**src/hw/rtl/sha256_stream_hasher_unit_defines.svh**
```systemverilog
// ----------------------------------------------------------------------------
// sha256_stream_hasher_unit_defines
// assertion macros used by the hasher top module
// ----------------------------------------------------------------------------
`ifndef SHA256_STREAM_HASHER_UNIT_DEFINES_SVH
`define SHA256_STREAM_HASHER_UNIT_DEFINES_SVH

// same-cycle implication, checked out of reset
`define SHS_ASSERT_NOW(label, clk, rst_n, ante, cons) \
    label: assert property (@(posedge clk) disable iff (!rst_n) (ante) |-> (cons)) \
        else $error("shs assertion failed");

// next-cycle implication, checked out of reset
`define SHS_ASSERT_NEXT(label, clk, rst_n, ante, cons) \
    label: assert property (@(posedge clk) disable iff (!rst_n) (ante) |=> (cons)) \
        else $error("shs assertion failed");

`endif

```
**src/hw/rtl/shs_pkg.sv**
```systemverilog
// ----------------------------------------------------------------------------
// shs_pkg
// types, constants and round functions of the streaming sha-256 hasher
// ----------------------------------------------------------------------------
package shs_pkg;

    // input word: one message byte with its marks
    typedef struct packed {
        logic [7:0] data_byte;
        logic       byte_valid;
        logic       end_of_message;
    } t_in_word;

    // output word: one digest word
    typedef struct packed {
        logic [31:0] digest_word;
        logic [2:0]  word_index;
        logic        last_word;
    } t_out_word;

    // controller states
    typedef enum logic [2:0] {
        ST_IDLE,
        ST_PAD_MARK,
        ST_PAD_ZERO,
        ST_PAD_LEN,
        ST_LOAD,
        ST_ROUNDS,
        ST_FOLD,
        ST_OUTPUT
    } t_state;

    // where to go once a block compression is done
    typedef enum logic [1:0] {
        RES_IDLE,
        RES_MARK,
        RES_ZERO,
        RES_OUT
    } t_resume;

    // byte source for the block shift register
    typedef enum logic [1:0] {
        SRC_DATA,
        SRC_MARK,
        SRC_ZERO,
        SRC_LEN
    } t_src;

    // commands from controller to datapath
    typedef struct packed {
        logic       shift;
        t_src       src;
        logic       count_bits;
        logic       load_vars;
        logic       round;
        logic       fold;
        logic       restore;
        logic [5:0] round_idx;
        logic [2:0] word_idx;
    } t_cmd;

    // status from datapath to controller
    typedef struct packed {
        logic [5:0] fill;
    } t_status;

    localparam logic [7:0] PAD_MARK_BYTE = 8'h80;
    localparam logic [5:0] LEN_START     = 6'd56;
    localparam logic [5:0] FILL_LAST     = 6'd63;
    localparam logic [5:0] ROUND_LAST    = 6'd63;
    localparam logic [2:0] WORD_LAST     = 3'd7;

    localparam logic [31:0] IV_TABLE [8] = '{
        32'h6a09e667, 32'hbb67ae85, 32'h3c6ef372, 32'ha54ff53a,
        32'h510e527f, 32'h9b05688c, 32'h1f83d9ab, 32'h5be0cd19
    };

    localparam logic [31:0] K_TABLE [64] = '{
        32'h428a2f98, 32'h71374491, 32'hb5c0fbcf, 32'he9b5dba5,
        32'h3956c25b, 32'h59f111f1, 32'h923f82a4, 32'hab1c5ed5,
        32'hd807aa98, 32'h12835b01, 32'h243185be, 32'h550c7dc3,
        32'h72be5d74, 32'h80deb1fe, 32'h9bdc06a7, 32'hc19bf174,
        32'he49b69c1, 32'hefbe4786, 32'h0fc19dc6, 32'h240ca1cc,
        32'h2de92c6f, 32'h4a7484aa, 32'h5cb0a9dc, 32'h76f988da,
        32'h983e5152, 32'ha831c66d, 32'hb00327c8, 32'hbf597fc7,
        32'hc6e00bf3, 32'hd5a79147, 32'h06ca6351, 32'h14292967,
        32'h27b70a85, 32'h2e1b2138, 32'h4d2c6dfc, 32'h53380d13,
        32'h650a7354, 32'h766a0abb, 32'h81c2c92e, 32'h92722c85,
        32'ha2bfe8a1, 32'ha81a664b, 32'hc24b8b70, 32'hc76c51a3,
        32'hd192e819, 32'hd6990624, 32'hf40e3585, 32'h106aa070,
        32'h19a4c116, 32'h1e376c08, 32'h2748774c, 32'h34b0bcb5,
        32'h391c0cb3, 32'h4ed8aa4a, 32'h5b9cca4f, 32'h682e6ff3,
        32'h748f82ee, 32'h78a5636f, 32'h84c87814, 32'h8cc70208,
        32'h90befffa, 32'ha4506ceb, 32'hbef9a3f7, 32'hc67178f2
    };

    function automatic logic [31:0] rotr(input logic [31:0] x, input int unsigned n);
        rotr = (x >> n) | (x << (32 - n));
    endfunction

    function automatic logic [31:0] big_sigma0(input logic [31:0] x);
        big_sigma0 = rotr(x, 2) ^ rotr(x, 13) ^ rotr(x, 22);
    endfunction

    function automatic logic [31:0] big_sigma1(input logic [31:0] x);
        big_sigma1 = rotr(x, 6) ^ rotr(x, 11) ^ rotr(x, 25);
    endfunction

    function automatic logic [31:0] small_sigma0(input logic [31:0] x);
        small_sigma0 = rotr(x, 7) ^ rotr(x, 18) ^ (x >> 3);
    endfunction

    function automatic logic [31:0] small_sigma1(input logic [31:0] x);
        small_sigma1 = rotr(x, 17) ^ rotr(x, 19) ^ (x >> 10);
    endfunction

endpackage

```
**src/hw/rtl/sha256_stream_hasher_unit.sv**
```systemverilog
// ----------------------------------------------------------------------------
// sha256_stream_hasher_unit
// streaming sha-256 hasher, one message byte per input word
// ----------------------------------------------------------------------------
// Each input word is taken while the unit is idle; the 64th byte of a block
// starts a compression (load, 64 rounds on a single round unit, fold into
// the chaining values) during which no word is taken. An end-of-message
// word starts padding, which shifts one pad byte per cycle (marker, zeros
// up to byte 56 with an extra compression when the block overflows, one
// pause without a shift on reaching byte 56, eight length bytes), then the
// final compression, then the eight digest words, most significant first,
// one per accepted output word; after the last one the unit is ready for
// the next message.
// ----------------------------------------------------------------------------
`include "sha256_stream_hasher_unit_defines.svh"

module sha256_stream_hasher_unit (
    input  logic                i_clk,
    input  logic                i_rst_n,
    input  logic                i_in_valid,
    output logic                o_in_ready,
    input  shs_pkg::t_in_word   i_in_word,
    output logic                o_out_valid,
    input  logic                i_out_ready,
    output shs_pkg::t_out_word  o_out_word
);
    import shs_pkg::*;

    t_cmd    cmd;
    t_status status;

    // handshake terms for the checks
    logic       eom_take;
    logic       mid_take;
    logic       last_take;
    logic [2:0] out_idx;
    logic [2:0] step_idx;

    assign eom_take  = i_in_valid && o_in_ready && i_in_word.end_of_message;
    assign mid_take  = o_out_valid && i_out_ready && !o_out_word.last_word;
    assign last_take = o_out_valid && i_out_ready && o_out_word.last_word;
    assign out_idx   = o_out_word.word_index;
    assign step_idx  = out_idx + 3'd1;

    // sequencer
    shs_ctrl u_ctrl (
        .i_clk       (i_clk),
        .i_rst_n     (i_rst_n),
        .i_in_valid  (i_in_valid),
        .i_in_word   (i_in_word),
        .o_in_ready  (o_in_ready),
        .o_out_valid (o_out_valid),
        .i_out_ready (i_out_ready),
        .i_status    (status),
        .o_cmd       (cmd)
    );

    // hashing datapath
    shs_datapath u_datapath (
        .i_clk      (i_clk),
        .i_rst_n    (i_rst_n),
        .i_in_word  (i_in_word),
        .i_cmd      (cmd),
        .o_status   (status),
        .o_out_word (o_out_word)
    );

    // intake and digest output never overlap
    `SHS_ASSERT_NOW(a_no_overlap, i_clk, i_rst_n, o_out_valid, !o_in_ready)
    // the end of a message always closes intake for padding
    `SHS_ASSERT_NEXT(a_eom_busy, i_clk, i_rst_n, eom_take, !o_in_ready)
    // digest words come in order
    `SHS_ASSERT_NEXT(a_word_order, i_clk, i_rst_n, mid_take, o_out_valid && out_idx == $past(step_idx))
    // the last word returns the unit to intake
    `SHS_ASSERT_NEXT(a_last_done, i_clk, i_rst_n, last_take, !o_out_valid && o_in_ready)

endmodule

```
**src/hw/rtl/shs_ctrl.sv**
```systemverilog
// ----------------------------------------------------------------------------
// shs_ctrl
// sequencer of the hasher: intake, padding, compression rounds, digest output
// ----------------------------------------------------------------------------
module shs_ctrl (
    input  logic             i_clk,
    input  logic             i_rst_n,
    input  logic             i_in_valid,
    input  shs_pkg::t_in_word i_in_word,
    output logic             o_in_ready,
    output logic             o_out_valid,
    input  logic             i_out_ready,
    input  shs_pkg::t_status i_status,
    output shs_pkg::t_cmd    o_cmd
);
    import shs_pkg::*;

    t_state     r_state,  n_state;
    t_resume    r_resume, n_resume;
    logic [5:0] r_round,  n_round;
    logic [2:0] r_widx,   n_widx;
    logic       accept;
    logic       fill_last;

    assign accept    = (r_state == ST_IDLE) && i_in_valid;
    assign fill_last = (i_status.fill == FILL_LAST);

    // state registers
    always_ff @(posedge i_clk) begin
        if (!i_rst_n) begin
            r_state  <= ST_IDLE;
            r_resume <= RES_IDLE;
            r_round  <= '0;
            r_widx   <= '0;
        end else begin
            r_state  <= n_state;
            r_resume <= n_resume;
            r_round  <= n_round;
            r_widx   <= n_widx;
        end
    end

    // next state
    always_comb begin
        n_state  = r_state;
        n_resume = r_resume;
        n_round  = r_round;
        n_widx   = r_widx;
        case (r_state)
            ST_IDLE: begin
                if (accept) begin
                    if (i_in_word.byte_valid && fill_last) begin
                        n_state  = ST_LOAD;
                        n_resume = i_in_word.end_of_message ? RES_MARK : RES_IDLE;
                    end else if (i_in_word.end_of_message) begin
                        n_state = ST_PAD_MARK;
                    end
                end
            end
            ST_PAD_MARK: begin
                if (fill_last) begin
                    n_state  = ST_LOAD;
                    n_resume = RES_ZERO;
                end else begin
                    n_state = ST_PAD_ZERO;
                end
            end
            ST_PAD_ZERO: begin
                if (i_status.fill == LEN_START) begin
                    n_state = ST_PAD_LEN;
                end else if (fill_last) begin
                    n_state  = ST_LOAD;
                    n_resume = RES_ZERO;
                end
            end
            ST_PAD_LEN: begin
                if (fill_last) begin
                    n_state  = ST_LOAD;
                    n_resume = RES_OUT;
                end
            end
            ST_LOAD: begin
                n_state = ST_ROUNDS;
                n_round = '0;
            end
            ST_ROUNDS: begin
                n_round = r_round + 6'd1;
                if (r_round == ROUND_LAST) begin
                    n_state = ST_FOLD;
                end
            end
            ST_FOLD: begin
                case (r_resume)
                    RES_IDLE: n_state = ST_IDLE;
                    RES_MARK: n_state = ST_PAD_MARK;
                    RES_ZERO: n_state = ST_PAD_ZERO;
                    RES_OUT: begin
                        n_state = ST_OUTPUT;
                        n_widx  = '0;
                    end
                    default:  n_state = ST_IDLE;
                endcase
            end
            ST_OUTPUT: begin
                if (i_out_ready) begin
                    n_widx = r_widx + 3'd1;
                    if (r_widx == WORD_LAST) begin
                        n_state = ST_IDLE;
                    end
                end
            end
            default: n_state = ST_IDLE;
        endcase
    end

    // outputs and datapath commands
    always_comb begin
        o_in_ready        = (r_state == ST_IDLE);
        o_out_valid       = (r_state == ST_OUTPUT);
        o_cmd             = '0;
        o_cmd.src         = SRC_DATA;
        o_cmd.round_idx   = r_round;
        o_cmd.word_idx    = r_widx;
        case (r_state)
            ST_IDLE: begin
                o_cmd.shift      = accept && i_in_word.byte_valid;
                o_cmd.count_bits = accept && i_in_word.byte_valid;
            end
            ST_PAD_MARK: begin
                o_cmd.shift = 1'b1;
                o_cmd.src   = SRC_MARK;
            end
            ST_PAD_ZERO: begin
                o_cmd.shift = (i_status.fill != LEN_START);
                o_cmd.src   = SRC_ZERO;
            end
            ST_PAD_LEN: begin
                o_cmd.shift = 1'b1;
                o_cmd.src   = SRC_LEN;
            end
            ST_LOAD:   o_cmd.load_vars = 1'b1;
            ST_ROUNDS: o_cmd.round     = 1'b1;
            ST_FOLD:   o_cmd.fold      = 1'b1;
            ST_OUTPUT: o_cmd.restore   = i_out_ready && (r_widx == WORD_LAST);
            default:   o_cmd.shift     = 1'b0;
        endcase
    end

endmodule

```
**src/hw/rtl/shs_datapath.sv**
```systemverilog
// ----------------------------------------------------------------------------
// shs_datapath
// block shift register, rolling schedule, round unit, chaining values, length
// ----------------------------------------------------------------------------
module shs_datapath (
    input  logic              i_clk,
    input  logic              i_rst_n,
    input  shs_pkg::t_in_word i_in_word,
    input  shs_pkg::t_cmd     i_cmd,
    output shs_pkg::t_status  o_status,
    output shs_pkg::t_out_word o_out_word
);
    import shs_pkg::*;

    // block bytes, word 0 at the top; during rounds it is the schedule window
    logic [511:0] r_block;
    logic [5:0]   r_fill;
    logic [63:0]  r_bits;
    logic [31:0]  r_chain [8];
    logic [31:0]  r_v     [8];
    logic [31:0]  r_pre;

    logic [7:0]   in_byte;
    logic [31:0]  w0, w1, w9, w14, w_new;
    logic [31:0]  t1, t2;
    logic [5:0]   next_round;

    assign w0  = r_block[511:480];
    assign w1  = r_block[479:448];
    assign w9  = r_block[223:192];
    assign w14 = r_block[63:32];

    // next schedule word from the window
    assign w_new = small_sigma1(w14) + w9 + small_sigma0(w1) + w0;

    // round sums; r_pre already holds h + k + w
    assign t1 = r_pre + big_sigma1(r_v[4]) + ((r_v[4] & r_v[5]) ^ (~r_v[4] & r_v[6]));
    assign t2 = big_sigma0(r_v[0])
              + ((r_v[0] & r_v[1]) ^ (r_v[0] & r_v[2]) ^ (r_v[1] & r_v[2]));
    assign next_round = i_cmd.round_idx + 6'd1;

    // byte source select
    always_comb begin
        case (i_cmd.src)
            SRC_DATA: in_byte = i_in_word.data_byte;
            SRC_MARK: in_byte = PAD_MARK_BYTE;
            SRC_ZERO: in_byte = 8'h00;
            SRC_LEN:  in_byte = r_bits[63:56];
            default:  in_byte = 8'h00;
        endcase
    end

    // block and schedule window
    always_ff @(posedge i_clk) begin
        if (i_cmd.shift) begin
            r_block <= {r_block[503:0], in_byte};
        end else if (i_cmd.round) begin
            r_block <= {r_block[479:0], w_new};
        end
    end

    // fill count, bit length and chaining values
    always_ff @(posedge i_clk) begin
        if (!i_rst_n) begin
            r_fill <= '0;
            r_bits <= '0;
            for (int i = 0; i < 8; i++) r_chain[i] <= IV_TABLE[i];
        end else begin
            if (i_cmd.restore) begin
                r_fill <= '0;
                r_bits <= '0;
                for (int i = 0; i < 8; i++) r_chain[i] <= IV_TABLE[i];
            end else begin
                if (i_cmd.shift) begin
                    r_fill <= r_fill + 6'd1;
                end
                if (i_cmd.count_bits) begin
                    r_bits <= r_bits + 64'd8;
                end else if (i_cmd.shift && (i_cmd.src == SRC_LEN)) begin
                    r_bits <= {r_bits[55:0], 8'h00};
                end
                if (i_cmd.fold) begin
                    for (int i = 0; i < 8; i++) r_chain[i] <= r_chain[i] + r_v[i];
                end
            end
        end
    end

    // working variables
    always_ff @(posedge i_clk) begin
        if (i_cmd.load_vars) begin
            for (int i = 0; i < 8; i++) r_v[i] <= r_chain[i];
            r_pre <= r_chain[7] + K_TABLE[0] + w0;
        end else if (i_cmd.round) begin
            r_v[0] <= t1 + t2;
            r_v[1] <= r_v[0];
            r_v[2] <= r_v[1];
            r_v[3] <= r_v[2];
            r_v[4] <= r_v[3] + t1;
            r_v[5] <= r_v[4];
            r_v[6] <= r_v[5];
            r_v[7] <= r_v[6];
            r_pre  <= r_v[6] + K_TABLE[next_round] + w1;
        end
    end

    assign o_status.fill          = r_fill;
    assign o_out_word.digest_word = r_chain[i_cmd.word_idx];
    assign o_out_word.word_index  = i_cmd.word_idx;
    assign o_out_word.last_word   = (i_cmd.word_idx == WORD_LAST);

endmodule
```
**config.mk**
```make
export PLATFORM = sky130hd
export DESIGN_NAME = sha256_stream_hasher_unit
export DESIGN_NICKNAME = d
export VERILOG_FILES = /design/src/hw/rtl/shs_pkg.sv /design/src/hw/rtl/sha256_stream_hasher_unit.sv /design/src/hw/rtl/shs_ctrl.sv /design/src/hw/rtl/shs_datapath.sv
export VERILOG_INCLUDE_DIRS = /design/src /design/src/hw/rtl
export SDC_FILE = /design/constraint.sdc
export NUM_CORES = 2
export LEC_CHECK = 0
export BUFFER_PORTS_ARGS = -buffer_cell sky130_fd_sc_hd__buf_2
export CAP_MARGIN = 5
export CORE_ASPECT_RATIO = 1.25
export CORE_UTILIZATION = 45
export DETAILED_ROUTE_END_ITERATION = 8
export GPL_ROUTABILITY_DRIVEN = 0
export PLACE_DENSITY = 0.65
export SETUP_SLACK_MARGIN = 0.1
export SLEW_MARGIN = 5
export SYNTH_ARGS = -nofsm -noshare
export SYNTH_HDL_FRONTEND = slang
export SYNTH_SLANG_ARGS = --single-unit
```
**constraint.sdc**
```tcl
create_clock -name i_clk -period 83.7 [get_ports i_clk]
set_input_delay 4.185 -clock i_clk [delete_from_list [all_inputs] [get_ports i_clk]]
set_output_delay 4.185 -clock i_clk [all_outputs]
set_load 0.005 [all_outputs]
```
# Yosys cells after proc, flatten, opt, wreduce, memory -nomap -nowiden
# Memory sizes are Yosys's and may differ from the RTL's. A register that Yosys moved wholly into a read port is not among the register bits.
# Index checks and enable logic that the tools add are counted.
word_totals:
  word_cells: 212
  mem_bits_rw: 512
  register_bits: 628
  out_inout_bits: 38
  mem_bits_ro: 2048
  inputBits: 14
  n_memories: 3
op_classes:
  bitwise_logic: 53
  magnitude_cmp: 1
  n_eq_ne: 27
  mux: 77
  add_sub_neg: 24
  n_reduce_logical: 19
memory_table:
  columns: ["memory", "words", "width", "rd", "rd_clocked_by_memory_dff", "wr", "line", "text"]
  rows:
  - ["(name not given)", 64, 32, 1, 0, 0, "shs_datapath.sv:103", "r_pre <= r_v[6] + K_TABLE[next_round] + w1;"]
  - ["u_datapath.r_chain", 8, 32, 9, 1, 8, "shs_datapath.sv:19", "logic [31:0] r_chain [8];"]
  - ["u_datapath.r_v", 8, 32, 8, 0, 8, "shs_datapath.sv:20", "logic [31:0] r_v [8];"]
op_table:
  columns: ["op", "count"]
  rows:
  - ["2-to-1 mux 512 bit", 2]
  - ["2-to-1 mux 32 bit", 28]
  - ["adder 32 bit", 19]
  - ["bitwise XOR 32 bit", 9]
  - ["AND 32 bit", 5]
  - ["2-to-1 mux 64 bit", 2]
  - ["adder 64 x 4 -> 64 bit, second input constant", 1]
  - ["2-to-1 mux 3 bit", 13]
  - ["adder 32 x 31 -> 32 bit, second input constant", 1]
  - ["NOT 32 bit", 1]
  - ["OR 10 x 32 -> 32 bit", 1]
  - ["OR 13 x 32 -> 32 bit", 1]
  - ["OR 14 x 32 -> 32 bit", 1]
  - ["OR 15 x 32 -> 32 bit", 1]
  - ["OR 19 x 32 -> 32 bit", 1]
  - ["OR 21 x 32 -> 32 bit", 1]
  - ["OR 25 x 32 -> 32 bit", 1]
  - ["OR 26 x 32 -> 32 bit", 1]
  - ["OR 30 x 32 -> 32 bit", 1]
  - ["OR 7 x 32 -> 32 bit", 1]
  - ["case mux 8 bit (4 select lines)", 1]
  - ["bitwise XOR 32 x 22 -> 32 bit", 1]
  - ["bitwise XOR 32 x 29 -> 32 bit", 1]
  - ["OR 1 bit", 24]
  - ["other kinds (32)", 83]

# Depth between registers and ports, before layout
logic_depth:
  word_depth: 9
  ltp_mapped: 28
  mapped_depth_nobuf: 27

# By module
# Synthesis repeated with hierarchy kept, for this count alone.
unflattened:
  hier_cells: 7712
  hier_area_um2: 79372.4
by_module_without_submodules:
  columns: ["mod", "cells_per_inst", "seq_area_each_um2", "area_per_inst_um2", "instances"]
  rows:
  - ["shs_datapath", 7587, 32731.4, 78411.5, 1]
  - ["shs_ctrl", 125, 280.3, 960.9, 1]

# Worst setup path before layout
# No wires, ideal clock.
synth_path:
  path_type: "reg2reg"
  start: "register u_ctrl.r_state[1]"
  end: "register u_datapath.r_block[0], enable pin"
  path_buffers: 1
  synth_period_minus_slack_ns: 38.178
  setup_slack_ns: 45.522
  setup_time_ns: 2.098
  stages_incl_launch_ff: 3
  arrival_ns: 36.080
  cell_sequence: "dfxtp_1 -> clkbuf_1 -> o21ai_0"
synth_via:
  elab_chain_cells: 5
  elab_cells_between_ends: 11
synth_rtl:
  columns: ["element", "line", "text"]
  rows:
  - ["from (decl)", "shs_ctrl.sv:18", "t_state r_state, n_state;"]
  - ["from (signal assigned)", "shs_ctrl.sv:36", "r_state <= n_state;"]
  - ["logical NOT 3 bit", "shs_ctrl.sv:25, shs_ctrl.sv:124", null]
  - ["logical AND 1 bit", "shs_ctrl.sv:25", "assign accept = (r_state == ST_IDLE) && i_in_valid;"]
  - ["logical AND 1 bit", "shs_ctrl.sv:126", "o_cmd.shift = accept && i_in_word.byte_valid;"]
  - ["case mux 1 bit (3 select lines)", "shs_ctrl.sv:124", "case (r_state)"]
  - ["nonzero test 2 bit (no line) (*)", null, null]
  - ["to (signal assigned)", "shs_datapath.sv:56", "r_block <= {r_block[503:0], in_byte};"]
  - ["to (signal assigned)", "shs_datapath.sv:58", "r_block <= {r_block[479:0], w_new};"]
  - ["to (decl)", "shs_datapath.sv:16", "logic [511:0] r_block;"]
# Mark *: on every way between the ends. The rest lies on a longest branch, timed or not.
# A chain may end at the register's enable or synchronous reset.

# Final worst setup path
layout_path:
  start: "input port i_in_word[1] (netlist bit)"
  end: "register u_datapath.r_block[170], enable pin"
layout_via:
  elab_chain_cells: 3
layout_rtl:
  columns: ["element", "line", "text"]
  rows:
  - ["from (decl)", "sha256_stream_hasher_unit.sv:22", "input shs_pkg::t_in_word i_in_word,"]
  - ["logical AND 1 bit", "shs_ctrl.sv:126", null]
  - ["case mux 1 bit (3 select lines)", "shs_ctrl.sv:124", null]
  - ["nonzero test 2 bit (no line)", null, null]
# Every way passes these cells.

==> summary.md <==
| Metric | Value |
|---|---|
| Row count | 172 |
| Post-synth cell types | 96 |
| Clock sink count | 1140 |
| Relative slew slack | 0.0654 |
| Sequential-to-total area share from yosys stat | 0.415 |
| Bufs on Longest Clock Path | 3 |
| P&R area growth vs syn | 8.37% |
| Synthesis warning total | 0 |
| Status | complete, no violations |
| Yosys top cell area share | 0.386 |
| Placed cells | 10800 |
| Worst Skew | 31.0 ps |
| DR pass1 iterations | 8 |
| GRT overflow | 0 |
| Routed len/inst | 22.4 um |
| Via total after detailed routing | 64900 |
| I/O Buffers | 51 |
| CTS root buffer | clkbuf_16 |
| Vias per cell | 5.89 |
| Largest cells by area after synthesis | edfxtp_1 (39%), nand2_1 (11%), ha_1 (7.7%), fa_1 (4.2%), xnor2_1 (4.1%) |
| Initial DRC count | 6154 |
| Largest net degree at the start of global routing | 190 |
| Final #Nets | 9222 |
| Final hold violations | 0 |
| Inserted Clock Buffers | 137 |
| LEAKAGE | 35.0 nW |
| FF+latch count, synth | 1140 |
| Fin crit share | 0.103 |
| Met2 WL post-DR | 118 mm |
| Detailed-route wire length | 247 mm |
| Syn Area/Cell | 9.12 sq um |
| Post-Syn Nets | 9405 |
| Crit path max fanout | 86 |
| CP startpoint kind | input port |
| Most numerous cell on the critical path | buf_4 |
| Die width | 378 um |
| Worst-Skew Late Latency | 800 ps |
| Largest area contributor in the synthesized netlist | edfxtp_1 |
| Number of H-tree levels | 4 |
| Pwr Density | 30.8 nW/um^2 |
| Layout cells sized above 1 | 0.0581 |
| Register area | 33100 sq um |
| Crit path time final | 8640 ps |
| Slowest cell on the critical path | buf_4 |
| Met1 WL | 93.7 mm |
| Die H | 472 um |
| Cell with the most instances after synthesis | nand2_1 |
| Finish-stage setup viols | 0 |
| HPWL Detailed | 182 mm |
| Fin util | 0.491 |
| Most frequent cells after synthesis | nand2_1 (2404), edfxtp_1 (1024), o21ai_0 (493) |
| Worst-margin pin slew | 1390 ps |
| Async set-reset flop share out of synthesis | 0 |
| Crit path DAT | 9050 ps |
| Post-Route Setup TNS | 0 ps |
| Number of max-cap violations | 0 |
| Core Area | 176000 sq um |
| Vias in the first global route | 63300 |
| Worst R2R Setup Slack | 75370 ps |
| Final Max Slew Viols | 0 |
| Crit-path max cell delay | 970 ps |
| Mapped cell area | 79600 sq um |
| GR Util All Layers | 0.273 |
| CTS tree | yes |
| Met3 WL | 17.7 mm |
| Peak VDD IR | 0.0748 mV |
| RSZ-0062 raised after global routing | false |
| Post-synth EDFFs | 1024 |
| Uppermost layer routed | met5 |
| Top FF cell, synth | edfxtp_1 |
| Final Instance Count excl. Fillers | 11000 |
| Initial antenna violation count | 8 |
| Mapped Cells | 8735 |
| Min-Delay Path Class | reg -> reg |
| First-pass GRT wire length | 374 mm |
| FMAX | 116 MHz |
| # hold bufs at CTS | 0 |
| # fillers | 16200 |
| Crit Path Category | in -> reg |
| Post-route ant nets | 0 |
| Multi-input gate area | 43400 sq um |
| I/O pin cnt | 52 |
| CP endpoint kind | flop |
| Critical Path RT | 84110 ps |
| # resized after CTS | 0 |
| Setup Buffers After CTS | 0 |
| Initial core utilization | 0.453 |
| DIE AREA | 179000 sq um |
| CTS clk-pin slew, worst paths | 60 ps |
| CP Cell Sequence | buf_2 -> nand2_1 -> a21oi_1 -> o21ai_4 -> o21ai_4 -> buf_4 -> buf_4 -> buf_4 -> buf_4 |
| Detailed-route DRC error count | 0 |
-- path summary, 6_finish.rpt --
path,end,cells after the start,from
setup / recovery,u_datapath.r_block[170],9,i_in_word[1]
hold / removal,u_datapath.o_status[5],2,u_datapath.o_status[5]
setup reg to reg,u_datapath.r_pre[27],26,u_ctrl.r_round[0]
hold reg to reg,u_datapath.o_status[5],2,u_datapath.o_status[5]
-- cell usage in the layout (no fill, tap or decap), types with 51 or more instances in the layout --
| cell type | n |
|---|---|
| nand2b_1 | 64 |
| dfxtp_1 | 113 |
| mux2i_1 | 53 |
| buf_4 | 69 |
| fa_1 | 168 |
| mux4_2 | 68 |
| ha_1 | 487 |
| inv_1 | 419 |
| nor3_1 | 117 |
| nand2_1 | 2401 |
| nand3_1 | 112 |
| edfxtp_1 | 1024 |
| a21o_1 | 207 |
| clkbuf_16 | 137 |
| xnor2_1 | 373 |
| a211oi_1 | 79 |
| and3_1 | 70 |
| o21ai_0 | 491 |
| a21oi_1 | 487 |
| xor2_1 | 226 |
| nor2_1 | 444 |
| a31oi_1 | 72 |
| buf_2 | 51 |
| o211ai_1 | 60 |
| o21a_1 | 73 |
-- cells by family (layout without fill, tap and decap cells) --
family / after synthesis / after routing / synth area share
muxes: 152 / 152 / 0.0303
adders and majority gates: 679 / 679 / 0.122
DFF: 1140 / 1140 / 0.415
buffers and inverters: 870 / 797 / 0.0412
other: 0 / 3 / 0
AOI/OAI and AO/OA: 1808 / 1808 / 0.143
and+or+nand+nor: 3481 / 3481 / 0.182
xor gates and xnor gates: 605 / 605 / 0.0665
-- per-stage QoR --
step / setup WS (ps) / total power, mW / hold slack (ps) / cell area (sq um)
5_1_grt: 74760 / 2.79 / 522 / 86300
4_1_cts: 75120 / 2.64 / 484 / 86300
3_5_place_dp: 74270 / 2.03 / 475 / 81900
3_3_place_gp: 74390 / 2.01 / 464 / 81900
6_report: 75060 / 2.66 / 485 / 86300
2_1_floorplan: 45520 / 1.72 / 449 / 79600
-- flip-flops by register name, indices dropped and copies added (netlist names), named ones only --
| signal | cells |
|---|---|
| u_datapath.r_block | 512 |
| u_datapath.o_status | 6 |
| u_datapath.r_chain | 256 |
| u_ctrl.r_state | 3 |
| u_ctrl.r_resume | 2 |
| u_datapath.r_bits | 61 |
| u_datapath.r_pre | 32 |
| u_ctrl.r_widx | 3 |
| u_ctrl.r_round | 6 |
| u_datapath.r_v | 256 |
-- layer usage --
layer	vias up	global-route usage
met5	-	0
met4	2	0.170
met3	707	0.0416
met2	2649	0.458
met1	31300	0.326
li1	30200	-
-- worst max-delay path: cells and delay by family --
family	cells	cell delay (ps)
buf+inv	5	3540
simple gates	1	90
compound gates	3	980
-- power breakdown --
part | total [mW] | leakage, nW | switching [mW] | internal [mW]
clock | 0.596 | 2.15 | 0.255 | 0.342
combinational | 1.19 | 22.4 | 0.738 | 0.455
sequential | 0.867 | 10.5 | 0.0978 | 0.769
-- cell type report --
class,instances,area share
multi-input cells,6725,0.503
diodes,3,0.0000870
flip-flops and latches,1140,0.383
inverters,427,0.0187
clock inverters,76,0.00889
repair buffers,121,0.00919
well taps,2349,0.0341
clock buffers,173,0.0422
No activity file was read; power rests on OpenSTA's default activity.
